==> src/sv/hbd_pkg.sv <==
// Shared types and constants of the home computer bus decoder.
package hbd_pkg;

  // Target store codes.
  localparam logic [2:0] TGT_NONE     = 3'd0;
  localparam logic [2:0] TGT_RAM      = 3'd1;
  localparam logic [2:0] TGT_CART     = 3'd2;
  localparam logic [2:0] TGT_MON      = 3'd3;
  localparam logic [2:0] TGT_CTRL     = 3'd4;
  localparam logic [2:0] TGT_UNMAPPED = 3'd5;

  // Cartridge kinds.
  localparam logic [1:0] CART_SIMPLE = 2'd0;
  localparam logic [1:0] CART_BANKED = 2'd1;
  localparam logic [1:0] CART_EXT_OS = 2'd2;

  // Named register addresses in the I/O page.
  localparam logic [15:0] ADDR_PORT0     = 16'hA7C0;
  localparam logic [15:0] ADDR_PORT1     = 16'hA7C1;
  localparam logic [15:0] ADDR_PORT2     = 16'hA7C2;
  localparam logic [15:0] ADDR_PORT3     = 16'hA7C3;
  localparam logic [15:0] ADDR_CART      = 16'hA7CB;
  localparam logic [15:0] ADDR_JOY_POS   = 16'hA7CC;
  localparam logic [15:0] ADDR_JOY_ACT   = 16'hA7CD;
  localparam logic [15:0] ADDR_JOY_DIR_A = 16'hA7CE;
  localparam logic [15:0] ADDR_JOY_DIR_B = 16'hA7CF;
  localparam logic [15:0] ADDR_VSYNC_INV = 16'hA7D8;
  localparam logic [15:0] ADDR_ALL_ONES  = 16'hA7E1;
  localparam logic [15:0] ADDR_HSYNC     = 16'hA7E6;
  localparam logic [15:0] ADDR_VSYNC     = 16'hA7E7;
  localparam logic [15:0] ADDR_IO_END    = 16'hA800;
  localparam logic [15:0] ADDR_CART_BASE = 16'hB000;
  localparam logic [15:0] BANK_SEL_MASK  = 16'hFFFC;
  localparam logic [15:0] BANK_SEL_ADDR  = 16'hBFFC;

  // Address pages.
  localparam logic [3:0] PAGE_VIDEO_END = 4'h1;
  localparam logic [3:0] PAGE_RAM_END   = 4'h9;
  localparam logic [3:0] PAGE_IO        = 4'hA;
  localparam logic [3:0] PAGE_CART      = 4'hB;
  localparam logic [3:0] PAGE_ROM_END   = 4'hE;

  // Write masks and fixed read values.
  localparam logic [7:0] MASK_PORT0   = 8'h5F;
  localparam logic [7:0] MASK_PORT1   = 8'h7F;
  localparam logic [7:0] MASK_PORT23  = 8'h3F;
  localparam logic [7:0] JOY_DIR_READ = 8'h04;
  localparam logic [16:0] RAM_OFFSET  = 17'h02000;

  typedef struct packed {
    logic        op;
    logic [15:0] addr;
    logic [7:0]  wdata;
    logic [8:0]  beam_line;
    logic [5:0]  beam_cycle;
    logic [63:0] key_released;
    logic [7:0]  joy_position;
    logic [7:0]  joy_action;
    logic        pen_button;
  } req_t;

  typedef struct packed {
    logic [7:0][7:0] io_ports;
    logic [7:0]      cart_flags;
    logic [5:0]      speaker_level;
  } state_t;

  typedef struct packed {
    logic [7:0]  rdata;
    logic [2:0]  target;
    logic [16:0] phys_addr;
    logic [3:0]  border_color;
    logic [5:0]  sound_level;
  } rsp_t;

endpackage

==> src/sv/hbd_decode.sv <==
// Address decode, register read mux and next-state logic for one bus request.
module hbd_decode import hbd_pkg::*; (
  input  req_t       req,
  input  state_t     st,
  input  logic [1:0] cart_kind,
  output rsp_t       rsp,
  output state_t     st_next
);

  logic [3:0]  page;
  logic        frame_on;
  logic [7:0]  tn;
  logic [7:0]  hsync_byte;
  logic        bank_sw;
  logic [7:0]  flags_cur;
  logic [15:0] cart_off;
  logic [16:0] cart_phys;
  logic [16:0] mon_phys;
  logic [5:0]  port_num;
  logic [7:0]  rdata;
  logic [2:0]  target;
  logic [16:0] phys;

  assign page = req.addr[15:12];

  // Frame sync is high inside the visible window of lines 56 to 255.
  assign frame_on = !((req.beam_line < 9'd56) || (req.beam_line > 9'd255) ||
                      (req.beam_line == 9'd56 && req.beam_cycle < 6'd24) ||
                      (req.beam_line == 9'd255 && req.beam_cycle > 6'd62));
  assign tn = {frame_on, 7'b0};
  assign hsync_byte = (req.beam_cycle < 6'd23) ? 8'h00 : 8'h40;

  // On a banked cartridge, a read of the last four bytes of the window selects the bank.
  assign bank_sw = !req.op && page == PAGE_CART && cart_kind == CART_BANKED &&
                   (req.addr & BANK_SEL_MASK) == BANK_SEL_ADDR;
  assign flags_cur = bank_sw ? {st.cart_flags[7:2], req.addr[1:0]} : st.cart_flags;

  assign cart_off  = req.addr - ADDR_CART_BASE;
  assign cart_phys = {cart_kind == CART_EXT_OS && flags_cur[4], flags_cur[1:0],
                      cart_off[13:0]};
  assign mon_phys  = {3'b0, req.addr[13:0]};
  assign port_num  = req.addr[5:0];

  always_comb begin
    st_next = st;
    rdata   = 8'h00;
    target  = TGT_NONE;
    phys    = 17'h0;
    if (!req.op) begin
      if (page <= PAGE_VIDEO_END) begin
        target = TGT_RAM;
        phys   = {1'b0, req.addr} + {3'b0, st.io_ports[0][0], 13'b0};
      end else if (page <= PAGE_RAM_END) begin
        target = TGT_RAM;
        phys   = {1'b0, req.addr} + RAM_OFFSET;
      end else if (page == PAGE_IO) begin
        case (req.addr)
          ADDR_PORT0: rdata = st.io_ports[0] | 8'h80 | {2'b0, req.pen_button, 5'b0};
          ADDR_PORT1: rdata = st.io_ports[1] |
                              {req.key_released[st.io_ports[1][6:1]], 7'b0};
          ADDR_PORT2: rdata = st.io_ports[2];
          ADDR_PORT3: rdata = st.io_ports[3] | ~tn;
          ADDR_CART: rdata = {st.cart_flags[6], st.cart_flags[7], st.cart_flags[5:0]};
          ADDR_JOY_POS: rdata = st.io_ports[6][2] ? req.joy_position : st.io_ports[4];
          ADDR_JOY_ACT: rdata = st.io_ports[7][2] ?
                                (req.joy_action | {2'b0, st.speaker_level}) :
                                st.io_ports[5];
          ADDR_JOY_DIR_A: rdata = JOY_DIR_READ;
          ADDR_VSYNC_INV: rdata = ~tn;
          ADDR_ALL_ONES:  rdata = 8'hFF;
          ADDR_HSYNC:     rdata = hsync_byte;
          ADDR_VSYNC:     rdata = tn;
          default: begin
            if (req.addr < ADDR_PORT0) begin
              target = TGT_CTRL;
              phys   = {6'b0, req.addr[10:0]};
            end else if (req.addr < ADDR_IO_END) begin
              // Unnamed slots fall back to the kept ports 0-3 and 0x0c-0x0f.
              if (port_num[5:2] == 4'h0) begin
                rdata = st.io_ports[{1'b0, port_num[1:0]}];
              end else if (port_num[5:2] == 4'h3) begin
                rdata = st.io_ports[{1'b1, port_num[1:0]}];
              end
            end
          end
        endcase
      end else if (page <= PAGE_ROM_END) begin
        st_next.cart_flags = flags_cur;
        if (flags_cur[2]) begin
          target = TGT_CART;
          phys   = cart_phys;
        end else if (page == PAGE_CART) begin
          target = TGT_UNMAPPED;
        end else begin
          target = TGT_MON;
          phys   = mon_phys;
        end
      end else begin
        target = TGT_MON;
        phys   = mon_phys;
      end
    end else begin
      if (page <= PAGE_VIDEO_END) begin
        target = TGT_RAM;
        phys   = {1'b0, req.addr} + {3'b0, st.io_ports[0][0], 13'b0};
      end else if (page <= PAGE_RAM_END) begin
        target = TGT_RAM;
        phys   = {1'b0, req.addr} + RAM_OFFSET;
      end else if (page == PAGE_IO) begin
        case (req.addr)
          ADDR_PORT0: st_next.io_ports[0] = req.wdata & MASK_PORT0;
          ADDR_PORT1: begin
            st_next.io_ports[1]   = req.wdata & MASK_PORT1;
            st_next.speaker_level = {req.wdata[0], 5'b0};
          end
          ADDR_PORT2: st_next.io_ports[2] = req.wdata & MASK_PORT23;
          ADDR_PORT3: st_next.io_ports[3] = req.wdata & MASK_PORT23;
          ADDR_CART:  st_next.cart_flags  = req.wdata;
          ADDR_JOY_POS: st_next.io_ports[4] = req.wdata;
          ADDR_JOY_ACT: begin
            st_next.io_ports[5]   = req.wdata;
            st_next.speaker_level = req.wdata[5:0];
          end
          ADDR_JOY_DIR_A: st_next.io_ports[6] = req.wdata;
          ADDR_JOY_DIR_B: st_next.io_ports[7] = req.wdata;
          default: ;
        endcase
      end else if (page <= PAGE_ROM_END) begin
        // Only a write-enabled simple cartridge sees writes; the monitor ROM never does.
        if (st.cart_flags[3] && cart_kind == CART_SIMPLE) begin
          if (st.cart_flags[2]) begin
            target = TGT_CART;
            phys   = cart_phys;
          end else begin
            target = TGT_UNMAPPED;
          end
        end
      end
    end
  end

  assign rsp.rdata        = (target == TGT_NONE && !req.op) ? rdata : 8'h00;
  assign rsp.target       = target;
  assign rsp.phys_addr    = phys;
  assign rsp.border_color = st_next.io_ports[0][4:1];
  assign rsp.sound_level  = st_next.speaker_level;

endmodule

==> src/sv/home_computer_bus_decoder.sv <==
// Bus decoder of a small home computer: input register, decode, result register.
//
// One request on the in channel is one CPU bus access (op, addr, wdata) with the
// beam position, key, joystick and pen inputs sampled for it. Each request gives
// exactly one result on the out channel: the read byte for register reads, or the
// target store and physical address, plus the current border color and sound level.
// The cfg channel writes cart_kind; it is always ready; users must write it while idle.
// A request accepted at one clock edge is registered, decoded against the port
// registers and cartridge flags, and its result is registered when the result
// register is free or being taken, which raises out_valid. The state update of a
// request lands in the same edge as its result, so the next request sees it at
// once and one request per cycle is sustained while out_ready stays high.
// When out_ready is low the result register holds; the input register still takes
// one more request, and in_ready then drops until the result is taken.
// Synchronous reset clears both valid flags, the port registers, the cartridge
// flags, the speaker level and cart_kind.
module home_computer_bus_decoder import hbd_pkg::*; (
  input  logic        clk,
  input  logic        rst,
  input  logic        cfg_valid,
  output logic        cfg_ready,
  input  logic [1:0]  cfg_data,
  input  logic        in_valid,
  output logic        in_ready,
  input  logic        op,
  input  logic [15:0] addr,
  input  logic [7:0]  wdata,
  input  logic [8:0]  beam_line,
  input  logic [5:0]  beam_cycle,
  input  logic [63:0] key_released,
  input  logic [7:0]  joy_position,
  input  logic [7:0]  joy_action,
  input  logic        pen_button,
  output logic        out_valid,
  input  logic        out_ready,
  output logic [7:0]  rdata,
  output logic [2:0]  target,
  output logic [16:0] phys_addr,
  output logic [3:0]  border_color,
  output logic [5:0]  sound_level
);

  logic       s1_valid;
  req_t       s1_req;
  logic       s1_fire;
  state_t     st;
  state_t     st_next;
  logic [1:0] cart_kind;
  rsp_t       rsp;
  rsp_t       out_rsp;

  assign cfg_ready = 1'b1;
  assign s1_fire   = s1_valid && (!out_valid || out_ready);
  assign in_ready  = !s1_valid || s1_fire;

  always_ff @(posedge clk) begin
    if (rst) begin
      cart_kind <= CART_SIMPLE;
    end else if (cfg_valid && cfg_ready) begin
      cart_kind <= cfg_data;
    end
  end

  always_ff @(posedge clk) begin
    if (rst) begin
      s1_valid <= 1'b0;
    end else if (in_valid && in_ready) begin
      s1_valid <= 1'b1;
    end else if (s1_fire) begin
      s1_valid <= 1'b0;
    end
  end

  always_ff @(posedge clk) begin
    if (in_valid && in_ready) begin
      s1_req <= '{op: op, addr: addr, wdata: wdata, beam_line: beam_line,
                  beam_cycle: beam_cycle, key_released: key_released,
                  joy_position: joy_position, joy_action: joy_action,
                  pen_button: pen_button};
    end
  end

  hbd_decode u_decode (
    .req       (s1_req),
    .st        (st),
    .cart_kind (cart_kind),
    .rsp       (rsp),
    .st_next   (st_next)
  );

  always_ff @(posedge clk) begin
    if (rst) begin
      st        <= '0;
      out_valid <= 1'b0;
    end else if (s1_fire) begin
      st        <= st_next;
      out_valid <= 1'b1;
    end else if (out_ready) begin
      out_valid <= 1'b0;
    end
  end

  always_ff @(posedge clk) begin
    if (s1_fire) begin
      out_rsp <= rsp;
    end
  end

  assign rdata        = out_rsp.rdata;
  assign target       = out_rsp.target;
  assign phys_addr    = out_rsp.phys_addr;
  assign border_color = out_rsp.border_color;
  assign sound_level  = out_rsp.sound_level;

endmodule

==> config.mk <==
export PLATFORM = sky130hd
export DESIGN_NAME = home_computer_bus_decoder
export DESIGN_NICKNAME = d
export VERILOG_FILES = /design/src/sv/hbd_pkg.sv /design/src/sv/hbd_decode.sv /design/src/sv/home_computer_bus_decoder.sv
export SDC_FILE = /design/constraint.sdc
export NUM_CORES = 1
export LEC_CHECK = 0
export BUFFER_PORTS_ARGS = -buffer_cell sky130_fd_sc_hd__buf_2
export CAP_MARGIN = 20
export CELL_PAD_IN_SITES_DETAIL_PLACEMENT = 1
export CELL_PAD_IN_SITES_GLOBAL_PLACEMENT = 1
export CORE_ASPECT_RATIO = 1.4
export CORE_UTILIZATION = 49
export DETAILED_ROUTE_END_ITERATION = 16
export PLACE_DENSITY = 0.86
export SYNTH_ARGS = -nofsm -noshare
export SYNTH_HDL_FRONTEND = slang
export SYNTH_SLANG_ARGS = --single-unit
==> constraint.sdc <==
create_clock -name clk -period 8.7 [get_ports clk]
set_clock_uncertainty 0.15 [all_clocks]
set_input_delay 0.435 -clock clk [delete_from_list [all_inputs] [get_ports clk]]
set_output_delay 0.435 -clock clk [all_outputs]
set_load 0.03 [all_outputs]
# After elaboration in Yosys (flattened, before gate mapping)
# Cells that the tools add are included.
# classes
addsub,3
magnitude_cmp,13
n_eq_ne,24
muxes,62
n_bitwise,9
n_reduce_logical,37
# ops
operator,count
17-bit two-way mux,13
"16-bit == test, second input constant",13
8-bit two-way mux,13
8-bit case mux with 12 select lines,1
19-bit two-way mux,3
6-bit AND reduction,9
3-bit two-way mux,15
8-bit binary-select mux with 2-bit select,2
"16-bit < comparator, second input constant",2
16-bit by 14-bit adder with 17-bit output,1
"16-bit by 14-bit adder with 17-bit output, second input constant",1
8-bit by 6-bit OR with 8-bit output,2
5-bit two-way mux,3
"14-bit == test, second input constant",1
14-bit two-way mux,1
"14-bit subtractor, second input constant",1
"6-bit by 5-bit < comparator with 1-bit output, second input constant",2
6-bit case mux with 2 select lines,1
12-bit OR reduction,1
11-bit two-way mux,1
1-bit logical AND,10
"9-bit by 6-bit == test with 1-bit output, second input constant",1
"9-bit by 8-bit == test with 1-bit output, second input constant",1
"9-bit by 8-bit greater-than comparator with 1-bit output, second input constant",1
30 further kinds,49
# totals
register_bits,234
in_bits,128
output_inout_bits,41
word_cells,177

# Logic depth before layout (Yosys ltp)
# Gate-level depths: netlist of run 1.
# logic_depth
ltp_word,12
ltp_mapped,11
mapped_depth_nobuf,9

# Cells and area by module
# From an unflattened synthesis of run 1, not the netlist that was laid out.
# unflattened
hier_cells,973
hier_area_um2,12162.9
# modules_own_cells
module,n_inst,cells_per_inst,area_each_um2,seq_area_each_um2
home_computer_bus_decoder,1,515,8404.3,6416.2
hbd_decode,1,458,3758.6,0.0

# Worst setup path after synthesis of run 1
# No wires, ideal clock.
# synth_path
path_type,register to register
from,register out_valid
to,"register s1_req[0] in the netlist's numbering, enable pin"
setup_time_ns,0.494
t_arrival_ns,3.671
required_ns,8.056
path_slack_ns,4.385
path_stages_with_launch,4
n_path_buf,0
period_less_slack_ns,4.315
cell_sequence,dfxtp_1 nor2b_1 nand2_1 and2_1
# synth_via
elab_chain_len,5
# synth_rtl
element,line_no,text
start: declaration,home_computer_bus_decoder.sv:34,"output logic out_valid,"
start signal: assignment,home_computer_bus_decoder.sv:94,out_valid <= 1'b0;
start signal: assignment,home_computer_bus_decoder.sv:97,out_valid <= 1'b1;
start signal: assignment,home_computer_bus_decoder.sv:99,out_valid <= 1'b0;
1-bit zero test,home_computer_bus_decoder.sv:53,assign s1_fire = s1_valid && (!out_valid || out_ready);
1-bit logical OR,home_computer_bus_decoder.sv:53,
1-bit logical AND,home_computer_bus_decoder.sv:53,
1-bit logical OR,home_computer_bus_decoder.sv:54,assign in_ready = !s1_valid || s1_fire;
net in_ready,home_computer_bus_decoder.sv:24,"output logic in_ready,"
1-bit logical AND,home_computer_bus_decoder.sv:75,if (in_valid && in_ready) begin
end signal: assignment,home_computer_bus_decoder.sv:76,"s1_req <= '{op: op, addr: addr, wdata: wdata, beam_line: beam_line,"
end: declaration,home_computer_bus_decoder.sv:44,req_t s1_req;
# The timed path passes the listed nets, and every way through them passes these cells.
# A chain may end at the register's enable or synchronous reset.

# Final worst setup path of run 1
# layout_path
from,register s1_req[116] in the netlist's numbering
to,"register out_rsp, in the netlist rdata[0] (data pin)"
# layout_via
elab_chain_len,12
elab_cells_between_ends,41
cone_classes,order compare (5); eq/ne (14); mux (16); bitwise (2); reduce/logical (4)
# layout_rtl
element,line_no,text
branches (longest 12 deep; another with 16-bit < comparator),--,
end signal: assignment,home_computer_bus_decoder.sv:105,out_rsp <= rsp;
end: declaration,home_computer_bus_decoder.sv:50,rsp_t out_rsp;
# Several ways; the timed one is not identified.

==> results of run 1 <==
## area by class of cell
| cell class | instances | area (um2) |
|---|---|---|
| diodes | 2 | 5.005 |
| clock buffers | 35 | 630.6 |
| clock inverters | 6 | 28.78 |
| fillers | 1997 | 7416 |
| inverters | 10 | 37.54 |
| multi-input cells | 480 | 3751 |
| flip-flops and latches | 233 | 6256 |
| well taps | 256 | 320.3 |
| repair buffers | 297 | 2112 |
## repair_timing
| item | 4_1_cts | 5_1_grt |
|---|---|---|
| hold buffers | 121 | 0 |
| hold endpoints to repair | 121 | 0 |
| gates resized for setup | 0 | 0 |
## layer usage
metal	up-vias	share of wire [%]	GRT usage, %
met2	420	54	58.06
met5	-	0	0
met4	0	4.8	14.41
met3	125	6.0	4.444
met1	3938	35	35.39
li1	3504	-	-
## power by group through the flow
stage	sequential (mW)	combinational [mW]	clock, mW
floorplan	1.29	0.0738	0
global placement	1.28	0.137	0
detailed placement	1.29	0.141	0
CTS	1.26	0.185	0.910
global route	1.27	0.205	0.980
finish	1.27	0.193	0.929
## state kept, by name, indices dropped and copies added (netlist names)
name	cells
border_color	4
cart_kind	2
out_valid	1
phys_addr	17
rdata	8
s1_req	121
s1_valid	1
sound_level	6
st	70
target	3
## worst max-delay path, delay by kind of cell, from the launching register on
family	cells	cell delay (ns)
AOI/OAI and AO/OA	1	0.29
adders and majority gates	1	0.25
buffers and inverters	2	0.32
DFF	1	0.42
and+or+nand+nor	4	1.93
## per-stage QoR
step	hold slack [ns]	setup slack [ns]	cell area (um2)	total power, mW
2_1_floorplan	0.2816	4.385	10260	1.362
3_3_place_gp	0.2960	5.492	11260	1.420
3_5_place_dp	0.3055	5.245	11260	1.428
4_1_cts	0.005421	5.223	13130	2.358
5_1_grt	0.04007	4.970	13140	2.456
6_report	0.01826	5.134	13140	2.390
## cells in the final DEF (no fill, tap or decap), types with 12 or more instances in the layout
| cell type | Yosys | final |
|---|---|---|
| buf_2 | 15 | 168 |
| mux4_2 | 28 | 28 |
| nand2_1 | 48 | 48 |
| o21ai_0 | 16 | 16 |
| dlygate4sd3_1 | 0 | 121 |
| nand3_1 | 14 | 14 |
| nor2_1 | 87 | 87 |
| dfxtp_1 | 74 | 74 |
| edfxtp_1 | 159 | 159 |
| and2_1 | 15 | 14 |
| a21oi_1 | 26 | 26 |
| nor3_1 | 12 | 12 |
| mux2i_1 | 67 | 67 |
| clkbuf_16 | 0 | 23 |
| mux2_2 | 12 | 12 |
## worst max path at each step
stage | slack, ns | end | cells past startpoint
after floorplan | 4.39 | s1_req[0] | 3
after global placement | 5.49 | rdata[6] | 8
after detailed placement | 5.25 | rdata[1] | 8
after CTS | 5.22 | rdata[1] | 8
after global routing | 4.97 | rdata[0] | 8
final | 5.13 | rdata[0] | 8
## kinds of logic after synthesis
kind of cell / synth area share [%]
flip-flops: 60.95
buffers and inverters: 2.523
AO/OA/AOI/OAI: 8.034
multiplexers: 13.99
adder cells (fa/ha/maj): 1.292
AND/OR/NAND/NOR: 12.91
XOR/XNOR: 0.2561
other: 0.03654
==> impl_results.md, run 1 <==
* Status: finished clean
* Worst endpoint required time at 8.86 ns
* Hold path endpoint: s1_valid
* H-tree levels at 1
* Setup_tns at 0 ns
* Syn Std Cell Area at 10260 um2
* Synth Warn # at 0
* Max cap viols at 0
* Fin. max-slew vios at 0
* Sequential share of power at 53.1%
* Layout area overhead at 28.04%
* Drt total wl at 33560 um
* Drt drc at 0
* Reg2reg end: rdata[0]
* R2R Setup Slk at 5.13 ns
* Hold Path Origin: in_valid
* Initial antenna violation count at 2
* First-pass GRT wire length at 51350 um
* Gate power share at 8.1%
* Post-synth EDFFs at 159
* Arr. time, crit path at 3.73 ns
* Tmin final at 3.566 ns
* Vias in the first global route at 8693
* Clock Path Buffers at 3
* CP startpoint: s1_req[116]
* Setup Buffers After CTS at 0
* Final hold vios at 0
* Max Freq at 0.2805 GHz
* Die Footprint at 21540 um2
* Peak VDD IR at 0.0001397 V
* TritonCTS Buffers at 23
* Overflow after GRT at 0
* Post-route insts no fill at 1319
* Unique masters post-synth at 76
* Most frequent cell after synthesis: edfxtp_1
* Clock Power Share at 38.9%
* Hold WC Path Type: input port to flop
* Switching Fraction at 23.75%
* Ys flop type: edfxtp_1
* Routed via count at 7987
* Hold depth at 3
* Cell Int Power at 1.822 mW
* Seq cells post-synth at 233
* Gr usage total at 31.39%
* GP Congestion at 0.9028
* Slew HR at 33.85%
* Wire per inst at 25.45 um
* Dominant cells by area after synthesis: edfxtp_1 47%, dfxtp_1 14%, mux2i_1 6.5%, mux4_2 6.1%, nor2_1 3.2%
* Slowest Stage Delay on Critical Path at 1.06 ns
* Syn Area/Cell at 13.29 um2
* Crit-path slowest cell: nor4_2
* R2R depth at 8
* Slew @ Worst Pin at 0.9840 ns
* CTS root buf: clkbuf_16
* Vias per Instance at 6.055
* Synth cell count leaders: 159 x edfxtp_1, 87 x nor2_1, 74 x dfxtp_1, 67 x mux2i_1, 48 x nand2_1
* HPWL reported at the end of detailed placement at 19130 um
* Top cell type's share of synthesized area at 46.52%
* Area leader, netlist: edfxtp_1
* Mapped Cells at 772
* CP cell instances: inv_1 > ha_1 > nand3b_4 > inv_2 > nand4b_1 > nor4_2 > nand2_1 > a31oi_1
* Lkg Pwr at 4.970 nW
* Pre-antenna DRT Iters at 7
* Die width at 124.3 um
* CTS sink cnt at 233
* Reg2reg start: s1_req[116]
* Die height at 173.2 um
* DP Cell Count at 1154
* Period utilisation layout at 40.98%
* Layout cells sized above 1 at 24.69%
* Final net count at 1182
* Crit Path Class: flop to flop
* Crit. End Element: flop
* Share of flip-flops with an asynchronous set or reset at 0%
* Number of port buffers at 167
* Switching pwr at 567.7 uW
* Sequential area share after synthesis at 60.95%
* I/O pin cnt at 169
* Unrepaired setup endpoints after global routing: no
* Final setup viols at 0
* CTS clk-pin slew, worst paths at 0.06 ns
* Power density over the cells at 181.9 nW/um2
* Initial DRC Count at 755
* CP startpoint kind: flop
* Starting Density at 49.93%
* # rows at 62
* CP Max Fanout at 12
* CTS tree: yes
* Syn_nets at 909
* Final core occ at 63.93%
* Antenna Violating Nets Remaining at 0
* Core box area at 20560 um2
* Latest clock arrival within the worst-skew pair at 0.51 ns
* Largest net degree at the start of global routing at 75
No activity file was read; power rests on OpenSTA's default activity.
==> run 2: changes to the inputs <==
--- a/config.mk
+++ b/config.mk
@@ -10,9 +10,9 @@
 export CELL_PAD_IN_SITES_DETAIL_PLACEMENT = 1
 export CELL_PAD_IN_SITES_GLOBAL_PLACEMENT = 1
 export CORE_ASPECT_RATIO = 1.4
-export CORE_UTILIZATION = 49
+export CORE_UTILIZATION = 46
 export DETAILED_ROUTE_END_ITERATION = 16
-export PLACE_DENSITY = 0.86
+export PLACE_DENSITY = 0.82
 export SYNTH_ARGS = -nofsm -noshare
 export SYNTH_HDL_FRONTEND = slang
 export SYNTH_SLANG_ARGS = --single-unit
==> constraint.sdc (replaced) <==
create_clock -name clk -period 3.3 [get_ports clk]
set_clock_uncertainty 0.15 [all_clocks]
set_input_delay 0.165 -clock clk [delete_from_list [all_inputs] [get_ports clk]]
set_output_delay 0.165 -clock clk [all_outputs]
set_load 0.03 [all_outputs]
==> run 2 against run 1 <==
Net effect: wire length rose by 5.5%; total power rose to 2.8 times the previous value; fmax rose by 21%; global-route usage barely moved; combinational power rose to 2.8 times the previous value; clock power rose to 3.0 times the previous value; critical path depth fell by 4; flip-flop and latch count did not move; via count rose by 2.5%; critical path type unchanged; largest cell class unchanged.
==> impl_results.md, run 2 (synthesized netlist as in run 1, its figures left out) <==
* Max Freq at 0.3394 GHz
* I/O pin cnt at 169
* Initial antenna violation count at 0
* Met1 global-route usage at 34.80%
* Final setup viols at 0
* CTS tree: yes
* Crit Path Class: flop to flop
* Slew HR at 45.69%
* Max FFs per register at 121
* Die width at 128.2 um
* Gr usage total at 31.43%
* Final hold vios at 0
* CP Max Fanout at 9
* Met2 Usage GRT at 57.77%
* Tmin final at 2.946 ns
* Unrepaired setup endpoints after global routing: no
* Vias in the first global route at 8968
* Number of port buffers at 167
* Most common cell after layout, fill and taps aside: buf_2
* Slew @ Worst Pin at 0.8146 ns
* Peak VDD IR at 0.0004415 V
* Setup_tns at 0 ns
* Hold Path Origin: rst
* Starting Density at 46.95%
* Design Power at 6.712 mW
* Antenna Violating Nets Remaining at 0
* Vias per Instance at 5.854
* Status: finished clean
* Busiest grt layer: met2
* Largest Register: s1_req
* Core box area at 21860 um2
* Routed via count at 8190
* DP Worst Slack at 0.5120 ns
* Latest clock arrival within the worst-skew pair at 0.53 ns
* GP Congestion at 0.9109
* Arr. time, crit path at 3.05 ns
* Final WS setup at 0.3536 ns
* Layout cells sized above 1 at 27.13%
* First-pass GRT wire length at 52950 um
* M3 GR Usage at 4.267%
* Period utilisation layout at 89.29%
* H-tree levels at 1
* CTS sink cnt at 233
* TritonCTS Buffers at 24
* Final core occ at 62.50%
* Worst hold slack at 0.1808 ns
* Placed Instance Area at 11580 um2
* Fin. max-slew vios at 0
* Max cap viols at 0
* Final net count at 1222
* Die Footprint at 22920 um2
* Layout area overhead at 33.12%
* Reg2reg start: s1_req[106]
* Most frequent cells in the layout: 167 x buf_2, 159 x edfxtp_1, 128 x dlygate4sd3_1
* HPWL reported at the end of detailed placement at 20340 um
* Die height at 178.7 um
* Pre-antenna DRT Iters at 5
* CP startpoint kind: flop
* Hold path endpoint: st[40]
* Largest net degree at the start of global routing at 75
* Filler cells at 2169
* Worst endpoint required time at 3.41 ns
* Design area at 13660 um2
* Clock Path Buffers at 3
* R2R depth at 4
* Power density over the cells at 491.2 nW/um2
* Crit. End Element: flop
* Post-route insts no fill at 1399
* Wire per inst at 25.30 um
* Drt drc at 0
* Antenna Cells at 0
* Initial DRC Count at 680
* Hold depth at 3
* # rows at 64
* Reg2reg end: border_color[1]
* Overflow after GRT at 0
* Drt total wl at 35390 um
* CTS clk-pin slew, worst paths at 0.07 ns
* DP Cell Count at 1228
* Post-CTS Resized at 0
* Hold WC Path Type: input port to flop
* R2R Setup Slk at 0.35 ns
* CTS root buf: clkbuf_16
* Lkg Pwr at 5.238 nW
## run 2: cell types whose count changed in the layout (fill, tap and decap cells not counted), sizes merged
cell / change
clkinvlp: -1
buf: +32
dlygate4sd3: +7
clkbuf: -2
diode: -2
clkinv: +2
bufinv: +3
## run 2: report_power, final
group          total [mW]  switching (mW)  internal (mW)
sequential           3.34          0.0853           3.25
clock                2.83            1.16           1.67
combinational       0.549           0.291          0.258
total                6.71            1.54           5.17
## run 2: how the worst max path moves through the flow
stage,start,end,slack [ns]
2_1_floorplan,out_valid,s1_req[0],0.32
3_3_place_gp,s1_req[109],border_color[0],0.61
3_5_place_dp,s1_req[116],rdata[7],0.51
4_1_cts,s1_req[117],st[30],0.43
5_1_grt,s1_req[116],st[11],0.25
6_report,s1_req[106],border_color[1],0.35
## run 2: critical path, cell delays in order, from the launching register on
cell      delay [ns]
edfxtp_1        0.43
or4_4           0.70
nor3_4          0.45
nand4_1         0.48
mux2_2          0.45
## run 2: what timing repair did
action | in CTS | in global routing
setup buffers | 0 | 0
hold endpoints to repair | 125 | 0
hold buffers | 128 | 0
## run 2: final cells by class
cell class,instances,area (um2),share of cell area (%)
multi-input cells,480,3751,27.45
clock inverters,10,120.1,0.8791
well taps,297,371.6,2.720
clock buffers,33,676.9,4.954
repair buffers,336,2450,17.93
inverters,10,37.54,0.2747
flip-flops and latches,233,6256,45.79
## run 2: layer usage
metal	vias up	wire, um
met2	410	18810
met4	0	1986
met1	4093	12510
met5	-	0
li1	3577	-
met3	110	2080
